===== config.mk =====
export PLATFORM = sky130hd
export DESIGN_NAME = variable_partition_allocator
export DESIGN_NICKNAME = d
export VERILOG_FILES = /design/src/hw/rtl/vpa_pkg.sv /design/src/hw/rtl/vpa_ram.sv /design/src/hw/rtl/variable_partition_allocator.sv
export SDC_FILE = /design/constraint.sdc
export NUM_CORES = 2
export LEC_CHECK = 0
export BUFFER_PORTS_ARGS = -buffer_cell sky130_fd_sc_hd__buf_2
export CORE_UTILIZATION = 35
export DETAILED_ROUTE_END_ITERATION = 6
export SYNTH_ARGS = -nofsm -noshare
export SYNTH_HDL_FRONTEND = slang
export SYNTH_HIERARCHICAL = 1
export SYNTH_SLANG_ARGS = --single-unit

===== constraint.sdc =====
create_clock -name clk_i -period 5.9 [get_ports clk_i]
set_input_delay 0.295 -clock clk_i [delete_from_list [all_inputs] [get_ports clk_i]]
set_output_delay 0.295 -clock clk_i [all_outputs]
set_load 0.1 [all_outputs]

===== src/hw/rtl/vpa_pkg.sv =====
`timescale 1ns / 1ps
// ----------------------------------------------------------------------------
// vpa_pkg
// Shared types and constants of the variable partition allocator.
// ----------------------------------------------------------------------------
package vpa_pkg;

  localparam int unsigned MaxSegmentsDef = 32;
  localparam int unsigned AddrWidthDef   = 16;

  localparam int unsigned LenW    = 16;
  localparam int unsigned OwnerW  = 8;
  localparam int unsigned PIdxW   = 5;
  localparam int unsigned StatusW = 3;
  localparam int unsigned PolicyW = 2;

  localparam logic [LenW-1:0] TotalSizeRst = 16'hFFFF;

  // Register indexes of the write port.
  localparam logic RegTotalSize = 1'b0;
  localparam logic RegFitPolicy = 1'b1;

  // Operation codes.
  localparam logic OpAlloc   = 1'b0;
  localparam logic OpRelease = 1'b1;

  // Fit policies; the unused code behaves as first fit.
  localparam logic [PolicyW-1:0] PolFirst = 2'd0;
  localparam logic [PolicyW-1:0] PolBest  = 2'd1;
  localparam logic [PolicyW-1:0] PolWorst = 2'd2;

  // Result status codes.
  localparam logic [StatusW-1:0] StOk       = 3'd0;
  localparam logic [StatusW-1:0] StNoFit    = 3'd1;
  localparam logic [StatusW-1:0] StFull     = 3'd2;
  localparam logic [StatusW-1:0] StBadIndex = 3'd3;
  localparam logic [StatusW-1:0] StFree     = 3'd4;

  typedef enum logic [3:0] {
    S_IDLE,
    S_SCAN,
    S_DECIDE,
    S_SHUP,
    S_SPLIT,
    S_WRPICK,
    S_RCUR,
    S_RNXT,
    S_RPRV,
    S_MERGE,
    S_SHDN
  } state_e;

endpackage


===== src/hw/rtl/vpa_ram.sv =====
`timescale 1ns / 1ps
// ----------------------------------------------------------------------------
// vpa_ram
// Generic simple dual-port RAM: one write port, one registered read port.
// ----------------------------------------------------------------------------
module vpa_ram #(
  parameter int unsigned WIDTH = 8,
  parameter int unsigned DEPTH = 32
) (
  input  logic                     clk_i,
  input  logic                     we_i,
  input  logic [$clog2(DEPTH)-1:0] waddr_i,
  input  logic [WIDTH-1:0]         wdata_i,
  input  logic [$clog2(DEPTH)-1:0] raddr_i,
  output logic [WIDTH-1:0]         rdata_o
);

  logic [WIDTH-1:0] mem_q [DEPTH];
  logic [WIDTH-1:0] rdata_q;

  always_ff @(posedge clk_i) begin
    if (we_i) begin
      mem_q[waddr_i] <= wdata_i;
    end
    rdata_q <= mem_q[raddr_i];
  end

  assign rdata_o = rdata_q;

endmodule


===== src/hw/rtl/variable_partition_allocator.sv =====
`timescale 1ns / 1ps
// ----------------------------------------------------------------------------
// variable_partition_allocator
// Address-ordered segment table with first, best and worst fit allocation.
// ----------------------------------------------------------------------------
// Sequence: allocate scans every entry, then decides; a split first shifts
//   the upper entries up. Release reads the entry and its neighbors, then
//   merges and may shift the upper entries down to compact the table.
//   Rejections right at accept raise done_o in the cycle after accept.
// Throughput: one transaction at a time; the single table read port walks
//   one entry per cycle for scan and shift.
// Reset: table holds one free segment of total_size; busy_o is high for
//   one cycle after reset and idle total_size writes, as entry 0 is set up.
// The receiver cannot stall: done_o pulses for one cycle per transaction.
module variable_partition_allocator #(
  parameter int unsigned MAX_SEGMENTS = vpa_pkg::MaxSegmentsDef,
  parameter int unsigned ADDR_WIDTH   = vpa_pkg::AddrWidthDef
) (
  input  logic                          clk_i,
  input  logic                          rst_ni,
  // Configuration write port
  input  logic                          cfg_we_i,
  input  logic                          cfg_idx_i,
  input  logic [vpa_pkg::LenW-1:0]      cfg_data_i,
  // Command
  input  logic                          start_i,
  output logic                          busy_o,
  input  logic                          operation_i,
  input  logic [vpa_pkg::LenW-1:0]      request_length_i,
  input  logic [vpa_pkg::OwnerW-1:0]    owner_id_i,
  input  logic [vpa_pkg::PIdxW-1:0]     partition_index_i,
  // Result
  output logic                          done_o,
  output logic [vpa_pkg::StatusW-1:0]   status_o,
  output logic [vpa_pkg::PIdxW-1:0]     segment_index_o,
  output logic [vpa_pkg::LenW-1:0]      segment_start_o,
  output logic [vpa_pkg::LenW-1:0]      segment_length_o
);

  localparam int unsigned AW   = ADDR_WIDTH;
  localparam int unsigned IW   = $clog2(MAX_SEGMENTS);
  localparam int unsigned CNTW = $clog2(MAX_SEGMENTS + 1);
  localparam int unsigned CW   = (AW > vpa_pkg::LenW) ? AW : vpa_pkg::LenW;
  localparam int unsigned XW   = (CNTW > vpa_pkg::PIdxW) ? CNTW : vpa_pkg::PIdxW;
  localparam int unsigned OW   = vpa_pkg::OwnerW;
  // Entry layout: {owner, busy, length, start}
  localparam int unsigned EW   = 2 * AW + 1 + OW;

  vpa_pkg::state_e state_q, state_d;

  // Configuration
  logic [AW-1:0]               total_q;
  logic [vpa_pkg::PolicyW-1:0] policy_q;
  logic                        init_q, init_d;

  // Table bookkeeping
  logic [CNTW-1:0] count_q, count_d;

  // Transaction context
  logic [vpa_pkg::LenW-1:0] req_q, req_d;
  logic [OW-1:0]            owner_q, owner_d;
  logic [IW-1:0]            idx_q, idx_d;
  logic [IW-1:0]            k_q, k_d;
  logic                     found_q, found_d;
  logic [IW-1:0]            pick_q, pick_d;
  logic [AW-1:0]            bstart_q, bstart_d;
  logic [AW-1:0]            blen_q, blen_d;
  logic [AW-1:0]            cstart_q, cstart_d;
  logic [AW-1:0]            clen_q, clen_d;
  logic                     nb_q, nb_d;
  logic [AW-1:0]            nlen_q, nlen_d;
  logic                     pb_q, pb_d;
  logic [AW-1:0]            plen_q, plen_d;
  logic [AW-1:0]            pstart_q, pstart_d;
  logic [1:0]               r_q, r_d;

  // Result registers
  logic                          done_q, done_d;
  logic [vpa_pkg::StatusW-1:0]   st_q, st_d;
  logic [vpa_pkg::PIdxW-1:0]     sidx_q, sidx_d;
  logic [vpa_pkg::LenW-1:0]      sstart_q, sstart_d;
  logic [vpa_pkg::LenW-1:0]      slen_q, slen_d;

  // RAM port
  logic          we;
  logic [IW-1:0] waddr, raddr;
  logic [EW-1:0] wdata, rdata;

  logic [AW-1:0] r_start, r_len;
  logic          r_busy;
  logic          take;
  logic          accept;
  logic [CW-1:0] reqx;
  logic [AW-1:0] mlen;
  logic [CNTW-1:0] sh_src;
  logic [CNTW-1:0] last_idx;

  vpa_ram #(
    .WIDTH (EW),
    .DEPTH (MAX_SEGMENTS)
  ) u_table (
    .clk_i   (clk_i),
    .we_i    (we),
    .waddr_i (waddr),
    .wdata_i (wdata),
    .raddr_i (raddr),
    .rdata_o (rdata)
  );

  assign r_start  = rdata[AW-1:0];
  assign r_len    = rdata[2*AW-1:AW];
  assign r_busy   = rdata[2*AW];
  assign reqx     = CW'(req_q);
  assign last_idx = count_q - 1'b1;
  assign accept   = start_i && !busy_o;
  assign busy_o   = (state_q != vpa_pkg::S_IDLE) || init_q;

  // Merged length of a release: current plus free neighbors, wrapping.
  always_comb begin
    mlen = nb_q ? AW'(clen_q + nlen_q) : clen_q;
    if (pb_q) begin
      mlen = AW'(plen_q + mlen);
    end
  end
  assign sh_src = CNTW'(idx_q) + CNTW'(1) + CNTW'(nb_q);

  // Scan candidate selection
  always_comb begin
    take = 1'b0;
    if (!r_busy) begin
      if (policy_q == vpa_pkg::PolWorst) begin
        take = !found_q || (r_len > blen_q);
      end else if (CW'(r_len) >= reqx) begin
        take = !found_q || ((policy_q == vpa_pkg::PolBest) && (r_len < blen_q));
      end
    end
  end

  // Next state
  always_comb begin
    state_d = state_q;
    unique case (state_q)
      vpa_pkg::S_IDLE: begin
        if (accept) begin
          if (operation_i == vpa_pkg::OpAlloc) begin
            if (request_length_i != '0) state_d = vpa_pkg::S_SCAN;
          end else if (XW'(partition_index_i) < XW'(count_q)) begin
            state_d = vpa_pkg::S_RCUR;
          end
        end
      end
      vpa_pkg::S_SCAN: begin
        if (CNTW'(k_q) == last_idx) state_d = vpa_pkg::S_DECIDE;
      end
      vpa_pkg::S_DECIDE: begin
        if (!found_q || (CW'(blen_q) < reqx)) begin
          state_d = vpa_pkg::S_IDLE;
        end else if (CW'(blen_q) > reqx) begin
          if (count_q >= CNTW'(MAX_SEGMENTS)) state_d = vpa_pkg::S_IDLE;
          else if (last_idx > CNTW'(pick_q)) state_d = vpa_pkg::S_SHUP;
          else state_d = vpa_pkg::S_SPLIT;
        end else begin
          state_d = vpa_pkg::S_WRPICK;
        end
      end
      vpa_pkg::S_SHUP: begin
        if (k_q == IW'(pick_q + 1'b1)) state_d = vpa_pkg::S_SPLIT;
      end
      vpa_pkg::S_SPLIT:  state_d = vpa_pkg::S_WRPICK;
      vpa_pkg::S_WRPICK: state_d = vpa_pkg::S_IDLE;
      vpa_pkg::S_RCUR: begin
        if (!r_busy) state_d = vpa_pkg::S_IDLE;
        else if (CNTW'(idx_q) < last_idx) state_d = vpa_pkg::S_RNXT;
        else if (idx_q != '0) state_d = vpa_pkg::S_RPRV;
        else state_d = vpa_pkg::S_MERGE;
      end
      vpa_pkg::S_RNXT: begin
        state_d = (idx_q != '0) ? vpa_pkg::S_RPRV : vpa_pkg::S_MERGE;
      end
      vpa_pkg::S_RPRV: state_d = vpa_pkg::S_MERGE;
      vpa_pkg::S_MERGE: begin
        state_d = ((r_q != '0) && (sh_src < count_q)) ? vpa_pkg::S_SHDN : vpa_pkg::S_IDLE;
      end
      vpa_pkg::S_SHDN: begin
        if (CNTW'(k_q) == last_idx) state_d = vpa_pkg::S_IDLE;
      end
      default: state_d = vpa_pkg::S_IDLE;
    endcase
  end

  // Datapath, table access and results
  always_comb begin
    init_d   = init_q;
    count_d  = count_q;
    req_d    = req_q;
    owner_d  = owner_q;
    idx_d    = idx_q;
    k_d      = k_q;
    found_d  = found_q;
    pick_d   = pick_q;
    bstart_d = bstart_q;
    blen_d   = blen_q;
    cstart_d = cstart_q;
    clen_d   = clen_q;
    nb_d     = nb_q;
    nlen_d   = nlen_q;
    pb_d     = pb_q;
    plen_d   = plen_q;
    pstart_d = pstart_q;
    r_d      = r_q;
    done_d   = 1'b0;
    st_d     = st_q;
    sidx_d   = sidx_q;
    sstart_d = sstart_q;
    slen_d   = slen_q;
    we       = 1'b0;
    waddr    = '0;
    wdata    = '0;
    raddr    = '0;

    unique case (state_q)
      vpa_pkg::S_IDLE: begin
        if (init_q) begin
          // Set up the single free segment covering the whole memory.
          we      = 1'b1;
          waddr   = '0;
          wdata   = {OW'(0), 1'b0, total_q, AW'(0)};
          count_d = CNTW'(1);
          init_d  = 1'b0;
        end
        if (cfg_we_i && (cfg_idx_i == vpa_pkg::RegTotalSize)) begin
          init_d = 1'b1;
        end
        if (accept) begin
          req_d   = request_length_i;
          owner_d = owner_id_i;
          idx_d   = IW'(partition_index_i);
          found_d = 1'b0;
          k_d     = '0;
          raddr   = '0;
          nb_d    = 1'b0;
          pb_d    = 1'b0;
          if (operation_i == vpa_pkg::OpAlloc) begin
            if (request_length_i == '0) begin
              done_d = 1'b1;
              st_d   = vpa_pkg::StNoFit;
              sidx_d = '0; sstart_d = '0; slen_d = '0;
            end
          end else if (XW'(partition_index_i) >= XW'(count_q)) begin
            done_d = 1'b1;
            st_d   = vpa_pkg::StBadIndex;
            sidx_d = '0; sstart_d = '0; slen_d = '0;
          end else begin
            raddr = IW'(partition_index_i);
          end
        end
      end
      vpa_pkg::S_SCAN: begin
        if (take) begin
          found_d  = 1'b1;
          pick_d   = k_q;
          bstart_d = r_start;
          blen_d   = r_len;
        end
        k_d   = IW'(k_q + 1'b1);
        raddr = IW'(k_q + 1'b1);
      end
      vpa_pkg::S_DECIDE: begin
        sidx_d = '0; sstart_d = '0; slen_d = '0;
        if (!found_q || (CW'(blen_q) < reqx)) begin
          done_d = 1'b1;
          st_d   = vpa_pkg::StNoFit;
        end else if ((CW'(blen_q) > reqx) && (count_q >= CNTW'(MAX_SEGMENTS))) begin
          done_d = 1'b1;
          st_d   = vpa_pkg::StFull;
        end
        // Start the upward shift at the top entry.
        k_d   = IW'(last_idx);
        raddr = IW'(last_idx);
      end
      vpa_pkg::S_SHUP: begin
        we    = 1'b1;
        waddr = IW'(k_q + 1'b1);
        wdata = rdata;
        k_d   = IW'(k_q - 1'b1);
        raddr = IW'(k_q - 1'b1);
      end
      vpa_pkg::S_SPLIT: begin
        we      = 1'b1;
        waddr   = IW'(pick_q + 1'b1);
        wdata   = {OW'(0), 1'b0, AW'(CW'(blen_q) - reqx), AW'(CW'(bstart_q) + reqx)};
        count_d = count_q + 1'b1;
      end
      vpa_pkg::S_WRPICK: begin
        we       = 1'b1;
        waddr    = pick_q;
        wdata    = {owner_q, 1'b1, AW'(req_q), bstart_q};
        done_d   = 1'b1;
        st_d     = vpa_pkg::StOk;
        sidx_d   = vpa_pkg::PIdxW'(pick_q);
        sstart_d = vpa_pkg::LenW'(bstart_q);
        slen_d   = vpa_pkg::LenW'(AW'(req_q));
      end
      vpa_pkg::S_RCUR: begin
        cstart_d = r_start;
        clen_d   = r_len;
        if (!r_busy) begin
          done_d = 1'b1;
          st_d   = vpa_pkg::StFree;
          sidx_d = '0; sstart_d = '0; slen_d = '0;
        end
        raddr = (CNTW'(idx_q) < last_idx) ? IW'(idx_q + 1'b1) : IW'(idx_q - 1'b1);
      end
      vpa_pkg::S_RNXT: begin
        nb_d   = !r_busy;
        nlen_d = r_len;
        raddr  = IW'(idx_q - 1'b1);
      end
      vpa_pkg::S_RPRV: begin
        pb_d     = !r_busy;
        plen_d   = r_len;
        pstart_d = r_start;
        r_d      = 2'(nb_q) + 2'(!r_busy);
      end
      vpa_pkg::S_MERGE: begin
        we       = 1'b1;
        waddr    = pb_q ? IW'(idx_q - 1'b1) : idx_q;
        wdata    = {OW'(0), 1'b0, mlen, pb_q ? pstart_q : cstart_q};
        done_d   = 1'b1;
        st_d     = vpa_pkg::StOk;
        sidx_d   = vpa_pkg::PIdxW'(waddr);
        sstart_d = vpa_pkg::LenW'(pb_q ? pstart_q : cstart_q);
        slen_d   = vpa_pkg::LenW'(mlen);
        k_d      = IW'(sh_src);
        raddr    = IW'(sh_src);
        if ((r_q != '0) && (sh_src < count_q)) begin
          // Hold the result until the table is compacted.
          done_d = 1'b0;
        end else begin
          count_d = count_q - CNTW'(r_q);
        end
      end
      vpa_pkg::S_SHDN: begin
        we    = 1'b1;
        waddr = IW'(k_q - IW'(r_q));
        wdata = rdata;
        k_d   = IW'(k_q + 1'b1);
        raddr = IW'(k_q + 1'b1);
        if (CNTW'(k_q) == last_idx) begin
          done_d  = 1'b1;
          count_d = count_q - CNTW'(r_q);
        end
      end
      default: ;
    endcase

    // Release without a reachable previous entry: set merge width here.
    if ((state_q == vpa_pkg::S_RCUR) && (idx_q == '0) && (CNTW'(idx_q) >= last_idx)) begin
      r_d = '0;
    end
    if ((state_q == vpa_pkg::S_RNXT) && (idx_q == '0)) begin
      r_d = 2'(!r_busy);
    end
  end

  // Control registers
  always_ff @(posedge clk_i or negedge rst_ni) begin
    if (!rst_ni) begin
      state_q  <= vpa_pkg::S_IDLE;
      total_q  <= AW'(vpa_pkg::TotalSizeRst);
      policy_q <= vpa_pkg::PolFirst;
      init_q   <= 1'b1;
      count_q  <= CNTW'(1);
      done_q   <= 1'b0;
    end else begin
      state_q <= state_d;
      init_q  <= init_d;
      count_q <= count_d;
      done_q  <= done_d;
      if (cfg_we_i) begin
        if (cfg_idx_i == vpa_pkg::RegTotalSize) begin
          total_q <= AW'(cfg_data_i);
        end else begin
          policy_q <= cfg_data_i[vpa_pkg::PolicyW-1:0];
        end
      end
    end
  end

  // Payload registers
  always_ff @(posedge clk_i) begin
    req_q    <= req_d;
    owner_q  <= owner_d;
    idx_q    <= idx_d;
    k_q      <= k_d;
    found_q  <= found_d;
    pick_q   <= pick_d;
    bstart_q <= bstart_d;
    blen_q   <= blen_d;
    cstart_q <= cstart_d;
    clen_q   <= clen_d;
    nb_q     <= nb_d;
    nlen_q   <= nlen_d;
    pb_q     <= pb_d;
    plen_q   <= plen_d;
    pstart_q <= pstart_d;
    r_q      <= r_d;
    st_q     <= st_d;
    sidx_q   <= sidx_d;
    sstart_q <= sstart_d;
    slen_q   <= slen_d;
  end

  assign done_o           = done_q;
  assign status_o         = st_q;
  assign segment_index_o  = sidx_q;
  assign segment_start_o  = sstart_q;
  assign segment_length_o = slen_q;

  // The table never becomes empty nor overflows.
  a_count_range : assert property (@(posedge clk_i) disable iff (!rst_ni)
    (count_q != '0) && (count_q <= CNTW'(MAX_SEGMENTS)))
    else $error("segment count out of range");

  // A result only follows an accepted transaction or ongoing work.
  a_done_cause : assert property (@(posedge clk_i) disable iff (!rst_ni)
    done_q |-> $past(accept || (state_q != vpa_pkg::S_IDLE)))
    else $error("result without transaction");

  // The upward shift never touches the chosen segment.
  a_shift_above_pick : assert property (@(posedge clk_i) disable iff (!rst_ni)
    (state_q == vpa_pkg::S_SHUP) |-> (k_q > pick_q))
    else $error("shift reached chosen segment");

  // Back in idle after every finished transaction.
  a_done_idle : assert property (@(posedge clk_i) disable iff (!rst_ni)
    done_q |-> (state_q == vpa_pkg::S_IDLE))
    else $error("result while still busy");

endmodule


Word level (Yosys, flattened, before mapping)
Memories as Yosys holds them, arrays and structs flattened. A register that Yosys moved wholly into a read port is not among the register bits.
Cells that the tools add are included.

storage, ports and cells
  flip-flop bits (word level) = 226
  bits in writable memories = 1312
  input bits = 51
  output and inout bits = 42
  word-level logic and storage cells = 212
  memories = 1

cells by class
  $add $sub $neg = 16
  order comparisons = 12
  equal/unequal tests = 27
  muxes and demuxes = 81
  bitwise gates (word level) = 1
  reductions and logical operators = 47

memories
  name           words  bits a word  rd ports  clocked after memory_dff  wr ports  line           RTL
  u_table.mem_q  32     41           1         1                         1         vpa_ram.sv:18  logic [WIDTH-1:0] mem_q [DEPTH];

operators by type and width
  cell                                                                    count
  41-bit case mux with 5 select lines                                     1
  16-bit case mux with 5 select lines                                     2
  16-bit two-way mux                                                      8
  5-bit case mux with 5 select lines                                      3
  5-bit two-way mux                                                       11
  16-bit adder                                                            3
  4-bit two-way mux                                                       12
  4-bit case mux with 10 select lines                                     1
  5-bit case mux with 7 select lines                                      1
  16-bit greater-than comparator                                          2
  16-bit less-than comparator                                             2
  32-bit two-way mux                                                      1
  3-bit two-way mux                                                       9
  6-bit case mux with 4 select lines                                      1
  1-bit two-way mux                                                       22
  6-bit two-way mux                                                       3
  4-bit by 3-bit equality test with 1-bit output (second input constant)  4
  16-bit greater-or-equal comparator                                      1
  16-bit zero test                                                        1
  2-bit inequality test (second input constant)                           8
  16-bit nonzero test                                                     1
  16-bit subtractor                                                       1
  5-bit by 1-bit adder with 5-bit output (second input constant)          3
  3-bit inequality test (second input constant)                           5
  other kinds (40)                                                        78

Longest topological paths before layout
  word-level depth = 8
  mapped depth = 21

Hierarchy
Netlist, hierarchy kept.

modules (own cells, without submodules)
  module                        times used  cells each  area an instance (µm²)  seq. area each (µm²)
  vpa_ram                       1           2883        51798.4                 40218.6
  variable_partition_allocator  1           1323        14331.2                 6648.9

Worst setup path after synthesis
No wires, ideal clock.

  path kind = register to register
  from = register clen_q[0]
  to = memory u_table/mem_q[0][31] in the netlist's numbering (data pin)
  arrival = 4.705 ns
  required time = 5.523 ns
  path slack = 0.818 ns
  cell stages (with the launch flop) = 20
  period minus slack after synthesis = 5.082 ns
  cell sequence = edfxtp_1 -> ha_1 -> fa_1 -> a21o_1 -> a21oi_1 -> o21a_1 -> nor2_1 -> a31o_2 -> xor2_1 -> mux2_2 -> ha_1 -> a21oi_1 -> o21ai_0 -> a221oi_1 -> o21ai_0 -> xor2_1 -> nand2_1 -> xnor2_1 -> xor2_1 -> o211ai_1

on the way
  word-level cells in the longest chain between the ends = 5

ends and longest elaborated chain
  what                                   line                                 RTL
  start, declared                        variable_partition_allocator.sv:69   logic [AW-1:0] clen_q, clen_d;
  start signal, assigned                 variable_partition_allocator.sv:401  clen_q <= clen_d;
  16-bit adder                           variable_partition_allocator.sv:120  mlen = nb_q ? AW'(clen_q + nlen_q) : clen_q;
  16-bit two-way mux *                   variable_partition_allocator.sv:120
  16-bit adder                           variable_partition_allocator.sv:122  mlen = AW'(plen_q + mlen);
  16-bit two-way mux *                   variable_partition_allocator.sv:121  if (pb_q) begin
  41-bit case mux with 5 select lines *  variable_partition_allocator.sv:221  unique case (state_q)
  via wdata[31]                          variable_partition_allocator.sv:87   logic [EW-1:0] wdata, rdata;
  end, declared                          vpa_ram.sv:18

Mark *: on every way through the listed nets, which the timed path passes. The rest lies on a longest branch.

Worst setup path in the final report
  from = register count_q[0]
  to = register u_table.rdata_q[29], in the netlist u_table/rdata_o[29] (read register of u_table.mem_q)

on the way
  word-level cells in the longest chain between the ends = 5
  elaborated cells on any way between the ends = 8
  classes of those cells = add/sub: 1; order compare: 2; mux: 5

ends and longest elaborated chain
  what                                                                                 line                                 RTL
  start, declared                                                                      variable_partition_allocator.sv:57   logic [CNTW-1:0] count_q, count_d;
  start signal, assigned                                                               variable_partition_allocator.sv:378  count_q <= count_d;
  branches (longest 4 deep; another with 6-bit by 1-bit subtractor with 6-bit output)  -
  5-bit case mux with 7 select lines *                                                 variable_partition_allocator.sv:221
  via raddr[1]                                                                         variable_partition_allocator.sv:86   logic [IW-1:0] waddr, raddr;
  end, declared                                                                        vpa_ram.sv:19                        logic [WIDTH-1:0] rdata_q;

Mark *: on every way through the listed nets, which the timed path passes.
A chain may end at the register's enable or synchronous reset.

==> impl_metrics.csv <==
group,metric,value,unit
die,start_util,35.3,%
route,wl_met3,9690,um
placement,place_hpwl,87400,um
worst_setup_path,crit_required,6.53,ns
route,drt_iter0_markers,2800,
placement,placed_cells,5752,
clock_tree,cts_tree,"done",
sta,slew_violations,0,
yosys,syn-num-nets,3861,
sta,fin_crit,5.18,ns
route,firstDrtPassIters,6,
yosys,syn_area_per_cell,15.2,sq um
yosys,yosysWarnings,6,
clock_tree,cts.sinks,1307,
worst_setup_path,critPathMaxFanout,35,
final_layout,syn_to_final_growth,14.8,%
route,avgViaCountPerCell,5.36,
route,drcViolationCount,0,
grt,grt_pass1_wl,215000,um
grt,grt_max_degree,69,
placement,numPortBuffers,84,
sta,hold_slack,0.0817,ns
sta,max_slew.worst_pin.slew,1.34,ns
pwr,p_per_area,637,mW/mm^2
die,die_x,402,um
worst_setup_path,start_kind,"register",
die,die-area,0.161,sq mm
route,route.vias.total,32341,
sta,final.period_utilization,87.8,%
sta,fin_skew,0.0354,ns
route,wl_met2,71200,um
worst_setup_path,critPathMaxStageDelay,0.64,ns
clock_tree,htreeDepth,4,
final_layout,drive_gt1_share,13.6,%
pwr,irDropWorstVdd,1040,uV
worst_setup_path,crit_path_top_delay_cell,"dfstp_2",
final_layout,final_nets,4046,
placement,place_congestion,0.914,
route,drt-met1-wl,63900,um
worst_setup_path,timing.critical_path.cells,"inv_1 > ha_1 > and3_1 > xnor2_1 > ha_1 > and3_1 > o21ai_0 > nand2_1 > and2_1 > nor2_1 > xnor2_1 > o31ai_1 > buf_4 > and2_4 > buf_12 > a22o_1 > nor3_1 > a31oi_1 > nand3_1",
worst_setup_path,cp-end-kind,"register",
clock_tree,numCtsBuffers,135,
grt,gr-total-overflow,0,
worst_setup_path,worstPathArrival,5.81,ns
sta,finalSetupTns,0,ns
sta,slew-limit-headroom,10.4,%
sta,rsz0062_at_grt,"false",
sta,hold_viol,0,
die,io_pins,93,
run_status,outcome,"complete, no violations",
clock_tree,root_buffer,"clkbuf_16",
pwr,p_leak,22.4,nW
clock_tree,clk_pin_slew,0.06,ns
worst_setup_path,path_class,"register to register",
die,dieHeight,402,um
grt,grtUsageTotal,18.2,%
yosys,syn-cell-area,0.0559,sq mm
die,row_count,146,
job,cap_viol_max_count,0,
sta,fmax,0.193,GHz
grt,antenna_found_initial,4,
die,core_area,0.159,sq mm
clock_tree,clk-insertion-delay-late,0.78,ns
route,routedWlPerCell,24.8,um
yosys,syn_inst,3670,
grt,first_global_vias,31756,
route,highest_layer,"met4",
route,postRouteAntennaNets,0,
worst_hold_path,hp-class,"input pin to register",
clock_tree,clock_path_buffers,3,
sta,setup_viol,0,
final_layout,stdcell_count,6036,
route,wl,150000,um
==> final timing paths <==
check	start	end	slack (ns)	cells after the start
worst max-delay path	count_q[0]	u_table/rdata_o[29]	0.72	19
worst min-delay path	operation_i	state_q[0]	0.08	4
worst max register to register	count_q[0]	u_table/rdata_o[29]	0.72	19
worst min register to register	u_table/rdata_o[9]	bstart_q[9]	0.49	0
max in group asynchronous	rst_ni	state_q[2]	5.11	2
min in group asynchronous	rst_ni	state_q[3]	0.22	2
==> sequential cells by signal, indices dropped and copies added (netlist names), 6 cells and up <==
signal,flops
u_table/mem_q,1056
u_table/rdata_o,33
blen_q,16
bstart_q,16
clen_q,16
cstart_q,16
nlen_q,16
plen_q,16
pstart_q,16
req_q,16
segment_length_o,16
segment_start_o,16
total_q,16
count_q,6
==> final cells by class <==
class	count	area [sq um]
diodes	2	5.00
clock inverters	56	513
fillers	14393	94300
inverters	85	319
repair buffers	258	2220
multi-input cells	2068	16100
flip-flops and latches	1307	38800
well taps	2072	2590
clock buffers	188	3750
==> placed cells by master (no fill, tap or decap), drive strengths merged, types with 9 or more instances in the layout <==
cell type	n
dfxtp	34
xor2	45
a222oi	9
a221o	10
nand2	213
a21o	31
buf	220
a31oi	41
clkinv	42
o211ai	13
nand4	11
a21oi	196
o21ai	93
nand2b	27
mux2	29
mux2i	558
nor2	94
ha	134
dfstp	18
a211oi	9
inv	92
xnor2	49
a22oi	107
nor2b	23
edfxtp	1243
nand3	120
a22o	70
nor3	55
o21a	15
clkbuf	188
dlygate4sd3	38
a211o	10
dfrtp	12
==> metrics by stage <==
stage | power, W | utilization (%) | area [sq um] | setup WS (ns)
floorplan | 0.0268 | - | 55900 | 0.818
global placement | 0.0326 | 37.6 | 59600 | 0.873
detailed placement | 0.0328 | 37.6 | 59600 | 0.827
CTS | 0.0411 | 40.5 | 64200 | 0.796
global route | 0.0429 | 40.5 | 64200 | 0.332
finish | 0.0409 | 40.5 | 64200 | 0.718
==> metal layers <==
metal / track usage [%] / up-vias
li1: - / 14559
met1: 24.1 / 16462
met2: 29.8 / 1077
met3: 3.39 / 243
met4: 6.60 / 0
met5: 0 / -
==> timing repair <==
item | in CTS | in global routing
setup buffers | 0 | 0
hold endpoints to repair | 51 | 0
gates resized for setup | 0 | 0
endpoints found under the setup margin | 0 | 0
hold buffers | 38 | 0
==> worst max-delay path: cells and delay by family (launching register included) <==
family / cells / cell delay [ns]
DFF: 1 / 0.64
xor gates and xnor gates: 2 / 0.44
adders and majority gates: 2 / 0.59
buffers and inverters: 3 / 0.72
and+or+nand+nor: 8 / 1.46
AOI/OAI and AO/OA: 4 / 1.14
==> power breakdown <==
group	internal [W]	switching [W]	leakage [nW]	total, W
combinational	0.00643	0.0125	8.19	0.0189
sequential	0.0129	0.000818	12.1	0.0138
clock	0.00466	0.00359	2.09	0.00824
total	0.0240	0.0169	22.4	0.0409
(Power assumes the default switching activity.)
